===== config.mk =====
export PLATFORM = sky130hd
export DESIGN_NAME = swm_deque_ctrl
export DESIGN_NICKNAME = d
export VERILOG_FILES = /design/src/rtl/core/swm_pkg.sv /design/src/rtl/core/swm_deque_ctrl.sv
export SDC_FILE = /design/constraint.sdc
export NUM_CORES = 1
export LEC_CHECK = 0
export BUFFER_PORTS_ARGS = -buffer_cell sky130_fd_sc_hd__buf_2
export CORE_AREA = 5 5 127 153
export DETAILED_ROUTE_END_ITERATION = 7
export DIE_AREA = 0 0 132 158
export PLACE_DENSITY_LB_ADDON = 0.15
export SYNTH_ARGS = -nofsm -noshare
export SYNTH_HDL_FRONTEND = slang
export SYNTH_SLANG_ARGS = --single-unit

===== constraint.sdc =====
create_clock -name clk -period 6.1 [get_ports clk]
set_clock_uncertainty 0.15 [all_clocks]
set_input_delay 0.61 -clock clk [delete_from_list [all_inputs] [get_ports clk]]
set_output_delay 0.61 -clock clk [all_outputs]
set_load 0.005 [all_outputs]

===== src/rtl/core/swm_pkg.sv =====
// Shared constants for the sliding window minimum block.
// Used by the top level and the deque controller; no dependencies.
`timescale 1ns / 1ps

package swm_pkg;

  localparam int SAMPLE_W       = 32;
  localparam int CFG_W          = 11;
  localparam int WINDOW_MAX_DEF = 1024;
  localparam logic [CFG_W-1:0] WINDOW_LEN_RST = CFG_W'(1);

endpackage


===== src/rtl/core/swm_deque_ctrl.sv =====
// Deque sequencer: evicts old head candidates, trims the tail, appends the sample.
// Depends on swm_pkg and drives the ports of swm_cand_ram.
`timescale 1ns / 1ps

module swm_deque_ctrl #(
  parameter int WINDOW_MAX = swm_pkg::WINDOW_MAX_DEF,
  parameter int PTR_W      = $clog2(WINDOW_MAX),
  parameter int POS_W      = PTR_W + 1,
  parameter int DATA_W     = swm_pkg::SAMPLE_W + POS_W
) (
  input  logic                          clk,
  input  logic                          rst,
  input  logic                          cfg_we,
  input  logic [swm_pkg::CFG_W-1:0]     cfg_wdata,
  input  logic                          s_axis_tvalid,
  output logic                          s_axis_tready,
  input  logic [swm_pkg::SAMPLE_W-1:0]  s_axis_tdata,
  input  logic                          s_axis_tuser,
  output logic                          m_axis_tvalid,
  input  logic                          m_axis_tready,
  output logic [swm_pkg::SAMPLE_W-1:0]  m_axis_tdata,
  output logic                          wr_en,
  output logic [PTR_W-1:0]              wr_addr,
  output logic [DATA_W-1:0]             wr_data,
  output logic [PTR_W-1:0]              rd_addr_a,
  input  logic [DATA_W-1:0]             rd_data_a,
  output logic [PTR_W-1:0]              rd_addr_b,
  input  logic [DATA_W-1:0]             rd_data_b
);

  import swm_pkg::*;

  localparam int CNT_W   = $clog2(WINDOW_MAX + 1);
  localparam int POS_MOD = 2 * WINDOW_MAX;
  localparam int CMP_W   = (POS_W > CFG_W) ? POS_W : CFG_W;

  localparam logic ST_IDLE = 1'b0;
  localparam logic ST_WORK = 1'b1;

  logic                state, state_next;
  logic [PTR_W-1:0]    head, head_next;
  logic [PTR_W-1:0]    tail, tail_next;
  logic [CNT_W-1:0]    count, count_next;
  logic [POS_W-1:0]    spos, spos_next;
  logic [POS_W-1:0]    pos_cur, pos_cur_next;
  logic [SAMPLE_W-1:0] x_reg, x_reg_next;
  logic [CFG_W-1:0]    win_len;
  logic                out_valid, out_valid_next;
  logic [SAMPLE_W-1:0] out_data, out_data_next;

  logic [POS_W:0]      age_diff;
  logic [POS_W:0]      age_wrap;
  logic [POS_W-1:0]    age;
  logic [CMP_W-1:0]    win_eff;
  logic [CMP_W-1:0]    win_ext;
  logic                evict;
  logic                trim;
  logic                out_free;
  logic                accept;

  function automatic logic [PTR_W-1:0] ptr_inc(input logic [PTR_W-1:0] p);
    ptr_inc = (p == PTR_W'(WINDOW_MAX - 1)) ? '0 : p + PTR_W'(1);
  endfunction

  function automatic logic [PTR_W-1:0] ptr_dec(input logic [PTR_W-1:0] p);
    ptr_dec = (p == '0) ? PTR_W'(WINDOW_MAX - 1) : p - PTR_W'(1);
  endfunction

  assign win_ext = CMP_W'(win_len);

  always_comb begin
    if (win_len == '0) begin
      win_eff = CMP_W'(1);
    end else if (win_ext > CMP_W'(WINDOW_MAX)) begin
      win_eff = CMP_W'(WINDOW_MAX);
    end else begin
      win_eff = win_ext;
    end
  end

  // Distance from the head candidate to the current position, modulo the position range.
  assign age_diff = {1'b0, pos_cur} - {1'b0, rd_data_a[DATA_W-1 -: POS_W]};
  assign age_wrap = age_diff + (POS_W+1)'(POS_MOD);
  assign age      = age_diff[POS_W] ? age_wrap[POS_W-1:0] : age_diff[POS_W-1:0];

  assign evict    = (count != '0) && (CMP_W'(age) >= win_eff);
  assign trim     = (count != '0) &&
                    !($signed(rd_data_b[SAMPLE_W-1:0]) < $signed(x_reg));
  assign out_free = !out_valid || m_axis_tready;
  assign accept   = s_axis_tvalid && s_axis_tready;

  assign s_axis_tready = (state == ST_IDLE) && !rst;
  assign m_axis_tvalid = out_valid;
  assign m_axis_tdata  = out_data;

  always_comb begin
    state_next     = state;
    head_next      = head;
    tail_next      = tail;
    count_next     = count;
    spos_next      = spos;
    pos_cur_next   = pos_cur;
    x_reg_next     = x_reg;
    out_valid_next = out_valid && !m_axis_tready;
    out_data_next  = out_data;
    wr_en          = 1'b0;
    wr_addr        = tail;
    wr_data        = {pos_cur, x_reg};
    case (state)
      ST_IDLE: begin
        if (accept) begin
          x_reg_next = s_axis_tdata;
          state_next = ST_WORK;
          if (s_axis_tuser) begin
            head_next    = '0;
            tail_next    = '0;
            count_next   = '0;
            pos_cur_next = '0;
          end else begin
            pos_cur_next = spos;
          end
        end
      end
      ST_WORK: begin
        if (evict) begin
          head_next  = ptr_inc(head);
          count_next = count - CNT_W'(1);
        end else if (trim) begin
          tail_next  = ptr_dec(tail);
          count_next = count - CNT_W'(1);
        end else if (out_free) begin
          wr_en          = 1'b1;
          tail_next      = ptr_inc(tail);
          count_next     = count + CNT_W'(1);
          spos_next      = (pos_cur == POS_W'(POS_MOD - 1)) ? '0 : pos_cur + POS_W'(1);
          out_valid_next = 1'b1;
          out_data_next  = (count == '0) ? x_reg : rd_data_a[SAMPLE_W-1:0];
          state_next     = ST_IDLE;
        end
      end
      default: begin
        state_next = ST_IDLE;
      end
    endcase
  end

  assign rd_addr_a = head_next;
  assign rd_addr_b = ptr_dec(tail_next);

  always_ff @(posedge clk) begin
    if (rst) begin
      state     <= ST_IDLE;
      head      <= '0;
      tail      <= '0;
      count     <= '0;
      spos      <= '0;
      out_valid <= 1'b0;
      win_len   <= WINDOW_LEN_RST;
    end else begin
      state     <= state_next;
      head      <= head_next;
      tail      <= tail_next;
      count     <= count_next;
      spos      <= spos_next;
      out_valid <= out_valid_next;
      if (cfg_we) begin
        win_len <= cfg_wdata;
      end
    end
  end

  always_ff @(posedge clk) begin
    pos_cur  <= pos_cur_next;
    x_reg    <= x_reg_next;
    out_data <= out_data_next;
  end

endmodule

; ---- Yosys cells after proc, flatten, opt, wreduce, memory -nomap -nowiden
; Cells that the tools add are included.
[totals]
word_cells = 87
output_inout_bits = 108
register_bits = 130
input_bits = 135
[op_classes]
bitwise_logic = 3
n_addsub = 9
reduce_logical = 18
magnitude_cmp = 3
mux = 38
eq_ne = 6
[ops]
columns = op, count
row1 = $mux W10, 12
row2 = $mux W11, 9
row3 = $pmux W10 S2, 2
row4 = $add A11 B1 Y11 const B, 3
row5 = $lt A32 B32 Y1, 1
row6 = $mux W32, 1
row7 = $logic_not A11 Y1, 2
row8 = $pmux W11 S2, 1
row9 = $add A10 B1 Y10 const B, 2
row10 = $eq A10 B10 Y1 const B, 2
row11 = $logic_not A10 Y1, 2
row12 = $sub A10 B1 Y10 const B, 2
row13 = $mux W1, 12
row14 = $sub A11 B11 Y12, 1
row15 = $eq A11 B11 Y1 const B, 1
row16 = $ge A11 B11 Y1, 1
row17 = $gt A11 B11 Y1 const B, 1
row18 = $reduce_bool A11 Y1, 1
row19 = $sub A11 B1 Y11 const B, 1
row20 = $logic_and A1 B1 Y1, 5
row21 = $logic_not A1 Y1, 4
row22 = $ne A2 B2 Y1 const B, 2
row23 = $ne A4 B1 Y1 const B, 1
row24 = $reduce_and A4 Y1, 1
row25 = 5 further kinds, 7

; ---- Longest topological paths before layout
[depth]
word_depth = 9
ltp_mapped = 29
mapped_depth_nobuf = 27

; ---- Worst setup path before layout
; No wires, ideal clock.
[synth_timing]
path_type = input-to-output
startpoint = in rd_data_a[33]
endpoint = out rd_addr_b[9]
required_ns = 5.340
stages = 28
path_slack_ns = 0.405
arrival_time_ns = 4.935
n_path_buf = 2
cell_sequence = inv_1 ha_1 nor2b_1 o21ai_0 nand2b_1 and2_1 o21ai_0 nand2b_1 a21o_1 a21o_1 a21o_1 a21oi_1 xnor2_1 ha_1 a21oi_1 nand2_1 a211oi_1 a21oi_4 nand2b_1 buf_6 buf_6 a31oi_1 nor3_1 a21oi_1 ha_1 nand4_1 a21o_1 a21oi_1
[synth_via]
elab_chain_len = 9
word_cells_on_any_way = 10
cone_classes = add/sub (3) / order compare (1) / mux (4) / reduce/logical (2)
[synth_lines]
columns = item, line
row1 = "start, declared", swm_deque_ctrl.sv:26  ; input logic [DATA_W-1:0] rd_data_a,
row2 = $sub A11 B11 Y12 (*), swm_deque_ctrl.sv:82  ; assign age_diff = {1'b0, pos_cur} - {1'b0, rd_data_a[DATA_W-1 -: POS_W]};
row3 = $add A11 B1 Y11, swm_deque_ctrl.sv:83  ; assign age_wrap = age_diff + (POS_W+1)'(POS_MOD);
row4 = $mux W11 (*), swm_deque_ctrl.sv:84  ; assign age = age_diff[POS_W] ? age_wrap[POS_W-1:0] : age_diff[POS_W-1:0];
row5 = $ge A11 B11 Y1 (*), swm_deque_ctrl.sv:86  ; assign evict = (count != '0) && (CMP_W'(age) >= win_eff);
row6 = $logic_and A1 B1 Y1 (*), swm_deque_ctrl.sv:86
row7 = $mux W10 (*), swm_deque_ctrl.sv:125  ; if (evict) begin
row8 = $pmux W10 S2 (*), swm_deque_ctrl.sv:109  ; case (state)
row9 = $sub A10 B1 Y10 / $logic_not A10 Y1 (equally long branches), swm_deque_ctrl.sv:66  ; ptr_dec = (p == '0) ? PTR_W'(WINDOW_MAX - 1) : p - PTR_W'(1);
row10 = $mux W10 (*), swm_deque_ctrl.sv:66
row11 = "end, declared", swm_deque_ctrl.sv:27  ; output logic [PTR_W-1:0] rd_addr_b,
; Mark *: on every way between the ends. The rest lies on a longest branch, timed or not.

; ---- Final worst setup path
[layout_timing]
startpoint = reg pos_cur[1]
endpoint = out rd_addr_b[9]
[layout_via]
elab_chain_len = 9
word_cells_on_any_way = 10
cone_classes = add/sub (3) / order compare (1) / mux (4) / reduce/logical (2)
[layout_lines]
columns = item, line
row1 = "start, declared", swm_deque_ctrl.sv:45  ; logic [POS_W-1:0] pos_cur, pos_cur_next;
row2 = "start signal, assigned", swm_deque_ctrl.sv:173  ; pos_cur <= pos_cur_next;
row3 = $sub A11 B11 Y12 (*), swm_deque_ctrl.sv:82
row4 = $add A11 B1 Y11, swm_deque_ctrl.sv:83
row5 = $mux W11 (*), swm_deque_ctrl.sv:84
row6 = $ge A11 B11 Y1 (*), swm_deque_ctrl.sv:86
row7 = $logic_and A1 B1 Y1 (*), swm_deque_ctrl.sv:86
row8 = $mux W10 (*), swm_deque_ctrl.sv:125
row9 = $pmux W10 S2 (*), swm_deque_ctrl.sv:109
row10 = $sub A10 B1 Y10 / $logic_not A10 Y1 (equally long branches), swm_deque_ctrl.sv:66
row11 = $mux W10 (*), swm_deque_ctrl.sv:66
; Marked as above.

==> out/results.ini <==
[status]
status = complete, no violations

[global_routing]
overflow = 0
antenna_found_initial = 0
grt_max_degree = 56
grt_pass1_vias = 6520
grt_pass1_wl_mm = 34.20
grt_use_total_pct = 20.48

[critical_path]
cp_slowest_cell = edfxtp_1
start_kind = flop
critPathMaxFanout = 5
cp_top_family = compound AO/OA/AOI/OAI gates
path_buf_inv = 3
worst_path_most_repeated_cell = a21o_1
crit_arrival_ns = 5.09
worst-setup-path-type = reg -> out
endpoint_kind = primary output
max_stage_delay_ns = 0.46
required_ns = 5.34

[logic_synthesis]
synth_nets = 988
yosysSeqAreaShare_pct = 42.95
netlist_instances = 793
synth_ff_type = edfxtp_1
syn_area_sq_mm = 0.007807
syn-mean-instance-area_sq_um = 9.846
ys_warn_count = 0
synth_edf_count = 75
synthArstFlopShare_pct = 0
ys_types = 77
ys_seq_elements = 130

[cts]
cts-root-buf = clkbuf_16
clock_sinks = 130
clk_path_buf_depth = 2
postCtsHoldBufs = 0
cts_tree = done
htree_levels = 4
insertion_delay_ns = 0.42
clk_pin_slew_ns = 0.07
numCtsBuffers = 17

[layout]
diodes = 0
nets = 1248
fillCellCount = 1631
area_growth_syn_to_layout_pct = 29.50
finalNonFillerCells = 1290
drive_gt1_share_pct = 36.21

[timing]
hold_viol = 0
max-slew-margin-rel_pct = 25.53
final.setup.tns_ns = 0
layout_setup_ws_ns = 0.2509
post-route-period-util_pct = 95.89
period_minus_slack_ns = 5.849
worst_pin_slew_ns = 1.117
setup_violations = 0
slew_viol_final = 0
max_freq_mhz = 171.0

[power]
p_per_area_mw_per_mm2 = 551.6
vdd_drop_max_mv = 0.3411
p_seq_share_pct = 25.6
clockPowerShare_pct = 17.8
intPower_mw = 3.337
leakage_nw = 4.555
swShare_pct = 40.16
p_comb_share_pct = 56.5
power_switching_mw = 2.240

[die]
io_pins = 243
die-area_sq_mm = 0.02086
rows = 54
die_w_um = 132
start_util_pct = 43.61
core_region_area_sq_mm = 0.01790
die-height_um = 158

[route]
antenna_left = 0
drt-initial-drc-count = 297
vias = 6894
drt-pass1-iter-count = 4
wl_mm = 22.15
drc = 0
viasPerCell = 5.344
routedWlPerCell_um = 17.17

[placed_design]
dp.cells = 1239
hpwl_mm = 16.79
place.gp.congestion = 0.8562
post-place-ws_ns = -0.008103
portBuffers = 231

[worst_hold_path]
min_path_type = in -> reg

[flow_run]
max_cap_violations = 0

[logic make-up (layout without fill, tap and decap cells)]
group,after synthesis,after routing,synth area share [%]
simple gates,280,280,18.80
fa+ha+maj,60,60,9.712
xor+xnor,32,32,3.590
mux,47,47,6.570
compound gates,155,155,13.56
flops,130,130,42.95
buf+inv,89,362,4.824
[cell usage after synthesis, types with 19 or more instances]
cell,count,area share (%)
nor2b_1,27,2.2
edfxtp_1,75,29
mux2_2,34,4.9
o21ai_0,25,1.6
dfxtp_1,55,14
ha_1,59,9.5
a21oi_1,41,2.6
nor2_1,69,3.3
nand2_1,55,2.6
nand3_1,35,2.2
xnor2_1,19,2.1
inv_1,58,2.8
[metal layers]
| metal | global-route usage (%) | up-vias | share of wire (%) |
|---|---|---|---|
| li1 | - | 3426 | - |
| met1 | 24.63 | 3215 | 42 |
| met2 | 36.58 | 224 | 50 |
| met3 | 5.372 | 29 | 6.0 |
| met4 | 5.243 | 0 | 1.4 |
| met5 | 0 | - | 0 |
[worst paths after layout]
path / depth (start not counted) / slack, ns / to / from
worst min register to register: 2 / 0.30 / spos[3]$_SDFFE_PP0P_ / spos[3]$_SDFFE_PP0P_
worst min-delay path: 1 / 0.22 / x_reg[16]$_DFFE_PP_ / s_axis_tdata[16]
worst max-delay path: 27 / 0.25 / rd_addr_b[9] / pos_cur[1]$_SDFFCE_PP0P_
worst max register to register: 25 / 1.22 / count[8]$_SDFFE_PP0P_ / pos_cur[1]$_SDFFCE_PP0P_
[power by group through the flow]
stage | Sequential [mW] | Combinational [mW] | Clock (mW)
after floorplan | 1.40 | 2.11 | 0
after global placement | 1.44 | 2.92 | 0
after detailed placement | 1.44 | 2.95 | 0
after CTS | 1.43 | 3.05 | 1.02
after global routing | 1.46 | 3.49 | 1.07
final | 1.43 | 3.15 | 0.994
[final cells by class]
| type | instances | area (sq um) | share of cell area (%) |
|---|---|---|---|
| Multi-Input combinational cell | 574 | 4213 | 41.67 |
| Sequential cell | 130 | 3353 | 33.16 |
| Timing Repair Buffer | 270 | 1465 | 14.49 |
| Clock buffer | 17 | 425.4 | 4.207 |
| Tap cell | 224 | 280.3 | 2.772 |
| Inverter | 60 | 225.2 | 2.227 |
| Clock inverter | 15 | 148.9 | 1.473 |
[metrics by stage]
stage,hold WS [ns],total power [mW],utilization [%],area (sq um)
after floorplan,0.2773,3.515,-,7807
after global placement,0.2840,4.363,51.71,9258
after global routing,0.1947,6.011,56.47,10110
final,0.2152,5.577,56.47,10110
after CTS,0.1964,5.491,55.56,9947
after detailed placement,0.2920,4.397,51.71,9258
[placed cells by master, fill, tap and decap left out, types with 6 or more instances in the layout]
master and n:
nor2b_1 25, a31oi_1 7, nor3_1 12, ha_1 57, nand2_1 55, inv_6 6
nand3_1 35, nand4_1 13, a21oi_1 33, xor2_1 13, a21oi_2 9, and3_1 17
dfxtp_1 55, nor3_2 6, o21ai_1 8, a21o_1 10, clkbuf_16 17, nor2_1 68
buf_2 231, mux2i_1 13, edfxtp_1 75, mux2_2 34, xnor2_1 19, a211oi_1 14
buf_4 37, nand2b_1 11, o21ai_0 19, inv_1 57
[timing repair]
| item | in CTS | in global routing |
|---|---|---|
| setup endpoints to repair | 8 | 14 |
| pin swaps | 3 | 26 |
| buffers inserted | 9 | 10 |
| gates resized for setup | 11 | 29 |
| hold endpoints to repair | 0 | 0 |
(Power assumes the default switching activity.)
